`config.mk`:
```
export PLATFORM = sky130hd
export DESIGN_NAME = stea_div_pipe
export DESIGN_NICKNAME = d
export VERILOG_FILES = /design/src/stea_pkg.sv /design/src/stea_div_pipe.sv
export SDC_FILE = /design/constraint.sdc
export NUM_CORES = 2
export LEC_CHECK = 0
export BUFFER_PORTS_ARGS = -buffer_cell sky130_fd_sc_hd__buf_4
export CAP_MARGIN = 20
export CORE_MARGIN = 4
export CORE_UTILIZATION = 31
export DETAILED_ROUTE_END_ITERATION = 16
export GPL_TIMING_DRIVEN = 0
export PLACE_DENSITY_LB_ADDON = 0.08
export REMOVE_ABC_BUFFERS = 1
export SYNTH_ARGS = -nofsm -noshare
export SYNTH_HDL_FRONTEND = slang
export SYNTH_SLANG_ARGS = --single-unit
```
`constraint.sdc`:
```
create_clock -name clk_i -period 3.76 [get_ports clk_i]
set_clock_uncertainty 0.1 [all_clocks]
set_input_delay 0.188 -clock clk_i [delete_from_list [all_inputs] [get_ports clk_i]]
set_output_delay 0.188 -clock clk_i [all_outputs]
set_load 0.03 [all_outputs]
```
`src/stea_pkg.sv`:
```
// widths, latencies, constants and the arctangent table of the eigen analysis block
package stea_pkg;

  localparam int unsigned COMP_W     = 24;
  localparam int unsigned XY_W       = 25;
  localparam int unsigned DIFF_W     = 25;
  localparam int unsigned TRACE_W    = 25;
  localparam int unsigned DSQ_W      = 48;
  localparam int unsigned XSQ_W      = 49;
  localparam int unsigned S_W        = 51;
  localparam int unsigned S_SHIFT    = 8;
  localparam int unsigned ROOT_IN_W  = 60;
  localparam int unsigned ROOT_W     = ROOT_IN_W / 2;
  localparam int unsigned MAG_IN_W   = 30;
  localparam int unsigned MAG_W      = MAG_IN_W / 2;
  localparam int unsigned OUT_W      = 16;
  localparam int unsigned COH_SHIFT  = 11;
  localparam int unsigned NUM_W      = ROOT_W + COH_SHIFT;
  localparam int unsigned QUO_W      = 15;

  localparam int unsigned CORDIC_STEPS = 18;
  localparam int unsigned CX_W         = 40;
  localparam int unsigned Z_W          = 23;
  localparam int unsigned CX_SHIFT     = 12;
  localparam int unsigned CORDIC_STG   = CORDIC_STEPS + 2;

  // register positions counted from the input transaction
  localparam int unsigned ROOT_DONE = 2 + ROOT_W;
  localparam int unsigned ANG_DLY   = ROOT_DONE + 1 - (1 + CORDIC_STG);
  localparam int unsigned LAT       = ROOT_DONE + 1 + MAG_W + 1;

  localparam logic [OUT_W-1:0]       COH_ONE  = 16'd32768;
  localparam logic signed [Z_W-1:0]  ANG_HALF = 23'sd524288;
  localparam logic [20:0]            ANG_BIAS = 21'h100020;
  localparam logic [QUO_W-1:0]       ANG_WRAP = 15'd16383;

  localparam int unsigned        CFG_ADDR_W       = 2;
  localparam logic [CFG_ADDR_W-1:0] ADDR_TRACE_FLOOR = 2'd0;

  // arctangent of 2^-i, pi = 2^20
  function automatic logic signed [Z_W-1:0] atan_tab(input int unsigned i);
    logic signed [Z_W-1:0] v;
    case (i)
      0:       v = 23'sd262144;
      1:       v = 23'sd154753;
      2:       v = 23'sd81767;
      3:       v = 23'sd41506;
      4:       v = 23'sd20834;
      5:       v = 23'sd10427;
      6:       v = 23'sd5215;
      7:       v = 23'sd2608;
      8:       v = 23'sd1304;
      9:       v = 23'sd652;
      10:      v = 23'sd326;
      11:      v = 23'sd163;
      12:      v = 23'sd81;
      13:      v = 23'sd41;
      14:      v = 23'sd20;
      15:      v = 23'sd10;
      16:      v = 23'sd5;
      17:      v = 23'sd3;
      default: v = '0;
    endcase
    return v;
  endfunction

endpackage

```
`src/stea_div_pipe.sv`:
```
// coherence divider: root*2048/trace, one quotient bit per stage, saturated, zero when trace <= floor
module stea_div_pipe (
  input  logic                              clk_i,
  input  logic                              en_i,
  input  logic [stea_pkg::ROOT_W-1:0]       root_i,
  input  logic [stea_pkg::TRACE_W-1:0]      trace_i,
  input  logic [stea_pkg::COMP_W-1:0]       floor_i,
  output logic [stea_pkg::OUT_W-1:0]        coh_o
);

  localparam int unsigned NW = stea_pkg::NUM_W;
  localparam int unsigned QW = stea_pkg::QUO_W;
  localparam int unsigned TW = stea_pkg::TRACE_W;

  logic [NW-1:0] pre_rem_q;
  logic [TW-1:0] pre_trace_q;
  logic          pre_sat_q, pre_zero_q;
  logic          sat_d, zero_d;

  // quotient would reach one when root >= 16*trace
  assign sat_d  = (root_i >= {1'b0, trace_i, 4'b0000});
  assign zero_d = ({1'b0, floor_i} >= trace_i);

  always_ff @(posedge clk_i) begin
    if (en_i) begin
      pre_rem_q   <= {root_i, {stea_pkg::COH_SHIFT{1'b0}}};
      pre_trace_q <= trace_i;
      pre_sat_q   <= sat_d;
      pre_zero_q  <= zero_d;
    end
  end

  logic [NW-1:0] rem_q   [QW];
  logic [QW-1:0] quo_q   [QW];
  logic [TW-1:0] trace_q [QW];
  logic          sat_q   [QW];
  logic          zero_q  [QW];

  for (genvar g = 0; g < QW; g++) begin : g_stg
    localparam int unsigned K = QW - 1 - g;
    logic [NW-1:0] rem_p, dvs, rem_d;
    logic [QW-1:0] quo_p, quo_d;
    logic [TW-1:0] trace_p;
    logic          sat_p, zero_p, ge;

    if (g == 0) begin : g_first
      assign rem_p   = pre_rem_q;
      assign quo_p   = '0;
      assign trace_p = pre_trace_q;
      assign sat_p   = pre_sat_q;
      assign zero_p  = pre_zero_q;
    end else begin : g_next
      assign rem_p   = rem_q[g-1];
      assign quo_p   = quo_q[g-1];
      assign trace_p = trace_q[g-1];
      assign sat_p   = sat_q[g-1];
      assign zero_p  = zero_q[g-1];
    end

    assign dvs   = NW'(trace_p) << K;
    assign ge    = (rem_p >= dvs);
    assign rem_d = ge ? (rem_p - dvs) : rem_p;
    assign quo_d = {quo_p[QW-2:0], ge};

    always_ff @(posedge clk_i) begin
      if (en_i) begin
        rem_q[g]   <= rem_d;
        quo_q[g]   <= quo_d;
        trace_q[g] <= trace_p;
        sat_q[g]   <= sat_p;
        zero_q[g]  <= zero_p;
      end
    end
  end

  always_comb begin
    if (zero_q[QW-1]) begin
      coh_o = '0;
    end else if (sat_q[QW-1]) begin
      coh_o = stea_pkg::COH_ONE;
    end else begin
      coh_o = {1'b0, quo_q[QW-1]};
    end
  end

endmodule

```
==> flow_summary_export.csv <==
group,metric,value,unit
timing,fin_crit,3.67,ns
setup_path,cp_max_fo,25,
route,wl_met2,81100,um
synth,ys_seq_area_share,52.9,%
global_routing,grt_max_degree,168,
route,drt_first_pass_iters,5,
synth,synth_ff_type,"edfxtp_1",
synth,ys_ff_latch,1032,
global_routing,grt_pass1_vias,41900,
route,drtIter0Drc,1944,
final_layout,layout_commonest_cell,"edfxtp_1",
setup_path,worstSetupPathType,"reg2reg",
clocking,clock-root-buffer,"clkbuf_16",
floorplanning,rows,159,
synth,synth_edf_count,1032,
synth,yosysTopAreaCell,"edfxtp_1",
setup_path,reg2reg_setup_slack,0.09,ns
pwr,powerDensity,724,nW/um2
worst_hold_path,hold_path_depth,2,
setup_path,slowest_delay,0.51,ns
clocking,cts_buffers,133,
final_layout,drive_above_1_share,10.1,%
clocking,htree_levels,4,
timing,hold_viol,0,
timing,setup_violations,0,
timing,tightest_slew,1.02,ns
timing,fin_crit_sh,97.6,%
setup_path,worstSetupEndpointType,"register",
floorplanning,ioPinCount,97,
timing,report.final.slew_viol_count,0,
timing,maxSlewHeadroom,31.8,%
synth,mappedNetlistArea,58600,um2
final_layout,final_nets,6070,
placed_design,dp_hpwl,111000,um
final_layout,final.fill_count,18400,
synth,synth_area_per_cell,11.0,um2
setup_path,worst_r2r_path_depth,11,
floorplanning,start_util,31.2,%
global_routing,grt_first_pass_wirelength,236000,um
placed_design,place_congestion,0.889,
synth,yosysTopAreaCellShare,52.9,%
synth,synthTopCellsByArea,"edfxtp_1 53%, ha_1 9.0%, a21oi_1 3.9%, xnor2_1 3.2%, inv_1 3.2%",
final_layout,syn_to_final_growth,17.2,%
pwr,power_leakage,0.0269,uW
global_routing,overflow,0,
final_layout,final_cell_mix,"1032 x edfxtp_1, 496 x inv_1, 445 x a21oi_1",
setup_path,crit_required,4.17,ns
floorplanning,die_area,196000,um2
route,via_per_inst,4.91,
synth,async_reset_ff_share,0,%
clocking,clock_latency,0.76,ns
final_layout,stdcell_area,68700,um2
route,ant_nets,0,
setup_path,critPathLaunchType,"register",
route,vias,40000,
route,wirelength_met1,55800,um
global_routing,grt_usage,15.1,%
flow_run,maxCapViolCount,0,
route,wl_met3,3880,um
route,routed.top_layer,"met4",
route,wl_per_cell,18.3,um
placed_design,dpl-instance-area,62400,um2
clocking,cts_tree,"done",
synth,synthCells,5321,
worst_hold_path,hold_class,"in2reg",
placed_design,numPortBuffers,96,
final_layout,fin_util,36.6,%
setup_path,crit_chain,"nor2_1 > nand2_1 > or3_4 > nor4_2 > buf_2 > a31oi_2 > and2_4 > clkinvlp_4 > buf_12 > nand4_1 > xnor2_1",
status,outcome,"completed",
route,totalWireLength,149000,um
timing,tns,0,ns
clocking,clkSinkCount,1032,
floorplanning,die_height,443,um
pwr,ir_drop,0.436,mV
route,drc,0,
setup_path,critical_path_arrival,4.08,ns
timing,fmax,272,MHz
clocking,clk_path_buf_depth,3,
clocking,clk_pin_slew,0.06,ns
synth,ys_warn_count,0,
synth,synth_cell_types,90,
floorplanning,core_area,188000,um2
floorplanning,die-width,443,um
global_routing,antenna_found_initial,2,
setup_path,critical-path-slowest-cell,"edfxtp_1",
-- registers in the layout, indices dropped and copies added (netlist names) --
signal         cells
rem_q            475
trace_q          350
quo_q            120
g_stg.rem_p       30
g_stg.trace_p     25
sat_q             15
zero_q            15
g_stg.sat_p        1
g_stg.zero_p       1
-- power breakdown --
group	internal [uW]	total (uW)	switching, uW
sequential	16300	18000	1690
combinational	8130	19100	11000
clock	7530	12600	5030
-- cells by family after synthesis --
kind of cell	synth area share, %
flip-flops	52.9
multiplexers	0.837
AO/OA/AOI/OAI	15.2
AND/OR/NAND/NOR	11.8
buffers and inverters	4.19
XOR/XNOR	5.59
adder cells (fa/ha/maj)	9.52
-- layout make-up --
| type | count | area (um2) | area share (%) |
|---|---|---|---|
| flip-flops and latches | 1032 | 31000 | 45.1 |
| inverters | 503 | 1920 | 2.80 |
| clock inverters | 71 | 835 | 1.22 |
| repair buffers | 231 | 2280 | 3.32 |
| multi-input cells | 3649 | 26000 | 37.9 |
| well taps | 2495 | 3120 | 4.55 |
| diodes | 1 | 2.50 | 0.00364 |
| clock buffers | 163 | 3480 | 5.07 |
| repair inverters | 2 | 15.0 | 0.0219 |
-- synth_stat cells (19+ instances only) --
cell type	n
or3_1	33
o21bai_1	47
a31oi_1	44
xnor2_1	215
nand4_1	74
a21o_1	189
or4_1	22
o31ai_1	40
or2_2	19
nand2_1	349
xor2_1	159
a211oi_1	44
buf_2	19
nand3_1	101
o21ai_0	254
nand2b_1	65
nor2_1	383
a21oi_1	461
clkbuf_1	117
ha_1	423
o211ai_1	51
o21a_1	71
mux2_2	40
edfxtp_1	1032
nor3_1	97
and2_1	44
and3_1	38
nor4_1	41
nor2b_1	52
inv_1	501
-- metal layers --
metal	up-vias	global-route usage, %
met5	-	0
met4	0	7.93
met3	332	2.15
met2	603	29.4
met1	19000	15.6
li1	20100	-
-- worst paths after layout --
check / from / endpoint
max reg2reg: rem_q[1][111]$_DFFE_PP_ / rem_q[1][158]$_DFFE_PP_
max: rem_q[1][111]$_DFFE_PP_ / rem_q[1][158]$_DFFE_PP_
min reg2reg: zero_q[11]$_DFFE_PP_ / zero_q[12]$_DFFE_PP_
min: root_i[6] / g_stg[0].rem_p[17]$_DFFE_PP_
-- critical path, delay by kind of cell, from the launching register on --
kind	cells	cell delay (ns)
AOI/OAI and AO/OA	1	0.23
xor gates and xnor gates	1	0.19
buffers and inverters	3	0.61
DFF	1	0.51
and+or+nand+nor	6	1.73
-- metrics by stage --
stage | worst slack, ns | std cells | total power, uW | hold WS [ns]
6_report | 0.0901 | 8147 | 49700 | 0.0778
5_1_grt | -0.00447 | 8147 | 53300 | 0.0166
4_1_cts | 0.00244 | 8129 | 50000 | 0.000434
3_5_place_dp | -1.30 | 7795 | 36600 | 0.277
3_3_place_gp | -7.19 | 7770 | 36800 | 0.276
2_1_floorplan | -1.65 | 5179 | 31400 | 0.187
-- what timing repair did --
action / 4_1_cts / 5_1_grt
hold endpoints to repair: 144 / 0
setup buffers: 23 / 17
endpoints found under the setup margin: 355 / 141
cloned: 7 / 0
resized for setup: 101 / 79
hold buffers: 70 / 0
pin swaps: 18 / 13
(Power assumes the default switching activity.)
