[config.mk]
export PLATFORM = sky130hd
export DESIGN_NAME = stea_sqrt_pipe
export DESIGN_NICKNAME = d
export VERILOG_FILES = /design/src/stea_pkg.sv /design/src/stea_sqrt_pipe.sv
export SDC_FILE = /design/constraint.sdc
export NUM_CORES = 2
export LEC_CHECK = 0
export ABC_AREA = 1
export BUFFER_PORTS_ARGS = -buffer_cell sky130_fd_sc_hd__buf_2
export CORE_MARGIN = 3
export CORE_UTILIZATION = 40
export DETAILED_ROUTE_END_ITERATION = 7
export PLACE_DENSITY = 0.53
export SYNTH_ARGS = -nofsm -noshare
export SYNTH_HDL_FRONTEND = slang
export SYNTH_MEMORY_MAX_BITS = 65536
export SYNTH_SLANG_ARGS = --single-unit
[constraint.sdc]
create_clock -name clk_i -period 2.6 [get_ports clk_i]
set_clock_uncertainty 0.15 [all_clocks]
set_input_delay 0.13 -clock clk_i [delete_from_list [all_inputs] [get_ports clk_i]]
set_output_delay 0.13 -clock clk_i [all_outputs]
set_load 0.02 [all_outputs]
[src/stea_pkg.sv]
// widths, latencies, constants and the arctangent table of the eigen analysis block
package stea_pkg;

  localparam int unsigned COMP_W     = 24;
  localparam int unsigned XY_W       = 25;
  localparam int unsigned DIFF_W     = 25;
  localparam int unsigned TRACE_W    = 25;
  localparam int unsigned DSQ_W      = 48;
  localparam int unsigned XSQ_W      = 49;
  localparam int unsigned S_W        = 51;
  localparam int unsigned S_SHIFT    = 8;
  localparam int unsigned ROOT_IN_W  = 60;
  localparam int unsigned ROOT_W     = ROOT_IN_W / 2;
  localparam int unsigned MAG_IN_W   = 30;
  localparam int unsigned MAG_W      = MAG_IN_W / 2;
  localparam int unsigned OUT_W      = 16;
  localparam int unsigned COH_SHIFT  = 11;
  localparam int unsigned NUM_W      = ROOT_W + COH_SHIFT;
  localparam int unsigned QUO_W      = 15;

  localparam int unsigned CORDIC_STEPS = 18;
  localparam int unsigned CX_W         = 40;
  localparam int unsigned Z_W          = 23;
  localparam int unsigned CX_SHIFT     = 12;
  localparam int unsigned CORDIC_STG   = CORDIC_STEPS + 2;

  // register positions counted from the input transaction
  localparam int unsigned ROOT_DONE = 2 + ROOT_W;
  localparam int unsigned ANG_DLY   = ROOT_DONE + 1 - (1 + CORDIC_STG);
  localparam int unsigned LAT       = ROOT_DONE + 1 + MAG_W + 1;

  localparam logic [OUT_W-1:0]       COH_ONE  = 16'd32768;
  localparam logic signed [Z_W-1:0]  ANG_HALF = 23'sd524288;
  localparam logic [20:0]            ANG_BIAS = 21'h100020;
  localparam logic [QUO_W-1:0]       ANG_WRAP = 15'd16383;

  localparam int unsigned        CFG_ADDR_W       = 2;
  localparam logic [CFG_ADDR_W-1:0] ADDR_TRACE_FLOOR = 2'd0;

  // arctangent of 2^-i, pi = 2^20
  function automatic logic signed [Z_W-1:0] atan_tab(input int unsigned i);
    logic signed [Z_W-1:0] v;
    case (i)
      0:       v = 23'sd262144;
      1:       v = 23'sd154753;
      2:       v = 23'sd81767;
      3:       v = 23'sd41506;
      4:       v = 23'sd20834;
      5:       v = 23'sd10427;
      6:       v = 23'sd5215;
      7:       v = 23'sd2608;
      8:       v = 23'sd1304;
      9:       v = 23'sd652;
      10:      v = 23'sd326;
      11:      v = 23'sd163;
      12:      v = 23'sd81;
      13:      v = 23'sd41;
      14:      v = 23'sd20;
      15:      v = 23'sd10;
      16:      v = 23'sd5;
      17:      v = 23'sd3;
      default: v = '0;
    endcase
    return v;
  endfunction

endpackage

[src/stea_sqrt_pipe.sv]
// pipelined integer square root, one result bit per stage, with a sideband
module stea_sqrt_pipe #(
  parameter int unsigned IN_W   = stea_pkg::ROOT_IN_W,
  parameter int unsigned SIDE_W = stea_pkg::TRACE_W
) (
  input  logic                clk_i,
  input  logic                en_i,
  input  logic [IN_W-1:0]     rad_i,
  input  logic [SIDE_W-1:0]   side_i,
  output logic [IN_W/2-1:0]   root_o,
  output logic [SIDE_W-1:0]   side_o
);

  localparam int unsigned RW    = IN_W / 2;
  localparam int unsigned REM_W = RW + 2;

  logic [REM_W-1:0]  rem_q  [RW];
  logic [RW-1:0]     root_q [RW];
  logic [IN_W-1:0]   rest_q [RW];
  logic [SIDE_W-1:0] side_q [RW];

  for (genvar g = 0; g < RW; g++) begin : g_stg
    logic [REM_W-1:0]  rem_p, rem_sh, trial, rem_d;
    logic [RW-1:0]     root_p, root_d;
    logic [IN_W-1:0]   rest_p, rest_d;
    logic [SIDE_W-1:0] side_p;
    logic              ge;

    if (g == 0) begin : g_first
      assign rem_p  = '0;
      assign root_p = '0;
      assign rest_p = rad_i;
      assign side_p = side_i;
    end else begin : g_next
      assign rem_p  = rem_q[g-1];
      assign root_p = root_q[g-1];
      assign rest_p = rest_q[g-1];
      assign side_p = side_q[g-1];
    end

    // bring down the next two radicand bits and try root*4+1
    assign rem_sh = {rem_p[REM_W-3:0], rest_p[IN_W-1 -: 2]};
    assign trial  = {root_p, 2'b01};
    assign ge     = (rem_sh >= trial);
    assign rem_d  = ge ? (rem_sh - trial) : rem_sh;
    assign root_d = {root_p[RW-2:0], ge};
    assign rest_d = {rest_p[IN_W-3:0], 2'b00};

    always_ff @(posedge clk_i) begin
      if (en_i) begin
        rem_q[g]  <= rem_d;
        root_q[g] <= root_d;
        rest_q[g] <= rest_d;
        side_q[g] <= side_p;
      end
    end
  end

  assign root_o = root_q[RW-1];
  assign side_o = side_q[RW-1];

endmodule

==> summary.md <==
The flow ran to the end, and the final reports show no timing, DRC or antenna violations. Setup repair after global routing could not meet its margin everywhere. Setup violations remaining at the end of the flow were counted as 0. Across the VDD grid, the largest voltage drop is 0.598 mV.

The average wire per cell in the routed design works out to 17.0 um. The net switching fraction of the power is 0.291. The first global-routing pass estimated 532000 um of wire.

The worst path needs 2520 ps of the cycle, external delays included. The tools report the remaining antenna violation count after routing as 0. For this design the top-level I/O count stands at 142. The post-synth design cell area was 140000 um2.

The worst slew margin relative to its limit is 0.515, and the number of nets at the end of the flow is 16100. The tools report the area used by multi-input combinational logic as 44300 um2. STA classifies the critical path endpoint as a flop. For this design the static power due to leakage is 73.5 nW. In this run, the number of DRC markers left after iteration 0 of detailed routing was 7615. The overall die width works out to 597 um. Grouping stages by cell kind, the critical path spends the most delay in buffers and inverters. The total net switching power was 39.0 mW.

In this run the worst hold path is classified as in2reg. For the synthesized netlist cell count, the log shows 14100. The logs give 0.191 for the global router's overall resource usage and 0.915 for the global placer's final weighted congestion. After layout, the worst setup slack is 77.9 ps. The met1 layer wirelength in the final routing was 162000 um. Number of antenna violations at the first check in global routing: 5. Traced cell by cell, the critical path runs through ha_1, nand2_2, inv_1, nand2_1, inv_1, nand2_1, inv_1, a21oi_2, nand4_1, buf_4, buf_6, nand2_1, o21ai_0, buf_4.

The share of synthesized flip-flops with an asynchronous set or reset is 0. The detailed placement HPWL came out at 264000 um. The number of port buffers works out to 141.

Entering global routing, the biggest net connects 117 pins. The reported max-cap violation count came out at 0. The number of DRC violations after detailed routing was 0.

From synthesis to final layout, the design area changed by 20.0%. Counting flops and latches in the post-synthesis netlist gives 2913. The tools report the initial core utilization as 0.403. The die span in y is 597 um, and the number of slew-limit violations in the final report is 0. Of all nets on the critical path, the largest fanout is 13. The proportion of power drawn by the clock network is 0.340, and the transition time at the pin with the least slew margin is 727 ps. The startpoint-to-endpoint class of the critical path was reg2reg. The routed layout has 96300 vias. Wire segments on met3 add up to 16700 um in the final route. The peak clock frequency supported by timing came out at 396 MHz. Adding up every negative setup slack in the final design gives 0 ps.

The Yosys step of the flow raised 0 warnings. The share of the clock period used by the worst path after layout is 0.970. The number of global-route vias before repair was 92200.

Core area: 347000 um2. The element type at the critical path start is a flop. The sequential cells in the finished layout cover a total of 87500 um2.

For this run, the leading register cell type out of synthesis is sky130_fd_sc_hd__edfxtp_1. After filler insertion, the fill cell instance count of the layout stands at 32300. In this run the mean area of a mapped cell was 9.93 um2. For the fraction of the core area covered by cells at the end of the flow, the log shows 0.483.

The critical path contains buffers and inverters numbering 6 combined. Timing analysis after detailed placement gives a worst setup slack of -123 ps. The global-route congestion overflow total was 0. Wire segments on met2 add up to 159000 um in the final route.

Cell internal power was estimated by the tool at 94.7 mW. The net count of the mapped netlist was 14600; the fraction of the yosys area taken by sequential cells was 0.627. For the worst-skew pair, the clock arrives at the later sink with an insertion delay of 910 ps. The final layout contains routed wiring with a total length of 347000 um.

The number of standard-cell rows in the floorplan is 216, and the required time of the worst setup path is 3070 ps. The fraction of final layout cells sized beyond drive strength 1 came out at 0.124. The first-pass detailed-route iteration total came out at 6.

TritonCTS built the clock tree. The tools report the cell at the root of the clock tree as sky130_fd_sc_hd__clkbuf_16. Dividing total power by cell area gives a power density of 798 nW/um2. The maximum level of the CTS H-tree was 5. The cell type of the slowest stage on the worst timing path was sky130_fd_sc_hd__edfxtp_1. Clock-pin slew was measured on the worst setup and hold paths at 60 ps. STA puts the critical path data arrival time at 2990 ps. The delay contributed by the slowest stage of the critical path was 430 ps.

Counting flops with a built-in enable in the synthesized netlist gives 2913. The run gives 356000 um2 as the floorplan die area. Routed signal wires occupy layers up through met4. The count of endpoints failing hold in the final timing report came out at 0. Counting along the longest clock path gives a buffer depth of 4.

Dividing the detail-routed via count by the number of cells gives 4.72. The number of clock buffers inserted by TritonCTS is 322, and the total cell area at the placement stage is 153000 um2. The clock drives 2913 sinks. The fraction of power consumed by combinational cells came out at 0.206.

Final instance area: 168000 um2. The logs give 0.453 for the sequential group share of total power and 49 for the count of distinct cell types in the synthesized netlist.
final cells by class:
type / count / share of cell area
inverter: 2379 / 0.0534
clock buffer: 378 / 0.0500
antenna: 1 / 0.0000149
tap: 4578 / 0.0342
multi-input combinational: 8659 / 0.264
sequential: 2913 / 0.522
clock inverter: 208 / 0.0132
timing repair buffer: 1257 / 0.0631
synthesized netlist by cell type (7+ instances only):
cell,count,share of area
sky130_fd_sc_hd__and2_1,25,0.0011
sky130_fd_sc_hd__nand2_1,4476,0.12
sky130_fd_sc_hd__and3_1,14,0.00063
sky130_fd_sc_hd__a21oi_2,10,0.00063
sky130_fd_sc_hd__nand2_2,9,0.00040
sky130_fd_sc_hd__edfxtp_1,2913,0.63
sky130_fd_sc_hd__nand3_1,761,0.027
sky130_fd_sc_hd__inv_2,22,0.00059
sky130_fd_sc_hd__xnor2_1,103,0.0065
sky130_fd_sc_hd__buf_2,65,0.0023
sky130_fd_sc_hd__nand4_1,167,0.0075
sky130_fd_sc_hd__o21a_1,8,0.00043
sky130_fd_sc_hd__nand3_2,11,0.00079
sky130_fd_sc_hd__nor4_1,19,0.00085
sky130_fd_sc_hd__or2_2,35,0.0016
sky130_fd_sc_hd__nand3b_1,95,0.0051
sky130_fd_sc_hd__nor2_1,1048,0.028
sky130_fd_sc_hd__inv_1,2356,0.063
sky130_fd_sc_hd__ha_1,497,0.045
sky130_fd_sc_hd__buf_6,14,0.0011
sky130_fd_sc_hd__o21ai_1,42,0.0015
sky130_fd_sc_hd__nor3_2,7,0.00050
sky130_fd_sc_hd__buf_4,29,0.0016
sky130_fd_sc_hd__xor2_1,254,0.016
sky130_fd_sc_hd__nor2_2,25,0.0011
sky130_fd_sc_hd__nor3b_1,11,0.00059
sky130_fd_sc_hd__nor3_1,139,0.0050
sky130_fd_sc_hd__o21ai_0,284,0.010
sky130_fd_sc_hd__a21oi_1,533,0.019
sky130_fd_sc_hd__o21bai_1,37,0.0020
power groups by stage:
stage               registers [mW]  clock network [mW]  logic, mW
detailed placement            61.6                   0       26.0
finish                        60.6                45.5       27.6
global route                  61.1                49.0       31.3
floorplan                     59.9                   0       16.7
CTS                           60.7                47.2       26.5
global placement              61.6                   0       26.0
cell families (layout without fill, tap and decap cells):
| kind of cell | after synthesis | count (layout) | share of synthesized area |
|---|---|---|---|
| AND/OR/NAND/NOR | 6861 | 6861 | 0.202 |
| flip-flops | 2913 | 2913 | 0.627 |
| other | 1 | 2 | 0.0000269 |
| AO/OA/AOI/OAI | 943 | 943 | 0.0354 |
| buffers and inverters | 2490 | 4222 | 0.0691 |
| adder cells (fa/ha/maj) | 497 | 497 | 0.0445 |
| XOR/XNOR | 357 | 357 | 0.0224 |
path summary, 6_finish.rpt:
path,start,end,slack (ps),cells after the start
worst max register to register,rem_q[20][10]$_DFFE_PP_,rem_q[21][1]$_DFFE_PP_,80,14
worst min-delay path,en_i,rest_q[0][36]$_DFFE_PP_,90,2
worst max-delay path,rem_q[20][10]$_DFFE_PP_,rem_q[21][1]$_DFFE_PP_,80,14
worst min register to register,side_q[1][191]$_DFFE_PP_,side_q[1][216]$_DFFE_PP_,250,0
routing by layer:
metal  vias up  GRT usage
li1      49100          -
met1     44600      0.272
met2      2013      0.310
met3       465     0.0219
met4         0     0.0477
met5         -          0
flip-flops by register name, indices dropped and copies added, names as in the netlist:
signal	cells
side_q	750
root_q	465
rest_q	870
rem_q	828
through the flow:
stage	hold WS, ps	total power, mW	instances
finish	89.2	134	20400
global route	32.6	141	20400
CTS	1.38	134	20300
detailed placement	158	87.6	19500
global placement	157	87.6	19500
floorplan	78.9	76.6	14100
cell usage in the layout (no fill, tap or decap), types with 25 or more instances in the layout:
cell type	count
sky130_fd_sc_hd__inv_1	2347
sky130_fd_sc_hd__nor2_1	991
sky130_fd_sc_hd__nand2_1	4433
sky130_fd_sc_hd__and2_1	25
sky130_fd_sc_hd__ha_1	398
sky130_fd_sc_hd__inv_2	29
sky130_fd_sc_hd__xor2_1	253
sky130_fd_sc_hd__o21ai_1	50
sky130_fd_sc_hd__o21bai_1	36
sky130_fd_sc_hd__nand4_1	167
sky130_fd_sc_hd__nand2_2	48
sky130_fd_sc_hd__buf_12	74
sky130_fd_sc_hd__bufinv_16	34
sky130_fd_sc_hd__nor3_1	124
sky130_fd_sc_hd__or2_2	35
sky130_fd_sc_hd__nand3b_1	95
sky130_fd_sc_hd__a21oi_1	494
sky130_fd_sc_hd__xnor2_1	103
sky130_fd_sc_hd__a21oi_2	47
sky130_fd_sc_hd__dlygate4sd3_1	173
sky130_fd_sc_hd__clkinv_1	70
sky130_fd_sc_hd__o21ai_0	272
sky130_fd_sc_hd__clkbuf_1	51
sky130_fd_sc_hd__buf_4	850
sky130_fd_sc_hd__nor2_2	64
sky130_fd_sc_hd__ha_4	83
sky130_fd_sc_hd__clkinv_2	47
sky130_fd_sc_hd__edfxtp_1	2913
sky130_fd_sc_hd__nand3_1	752
sky130_fd_sc_hd__buf_2	142
sky130_fd_sc_hd__clkbuf_16	331
timing repair:
item,4_1_cts,5_1_grt
cloned,0,6
endpoints found under the hold margin,2355,0
gates resized for setup,18,325
hold buffers,173,0
buffers inserted,8,96
pin swaps,1,30
setup endpoints to repair,71,566
No activity file was read; power rests on OpenSTA's default activity.
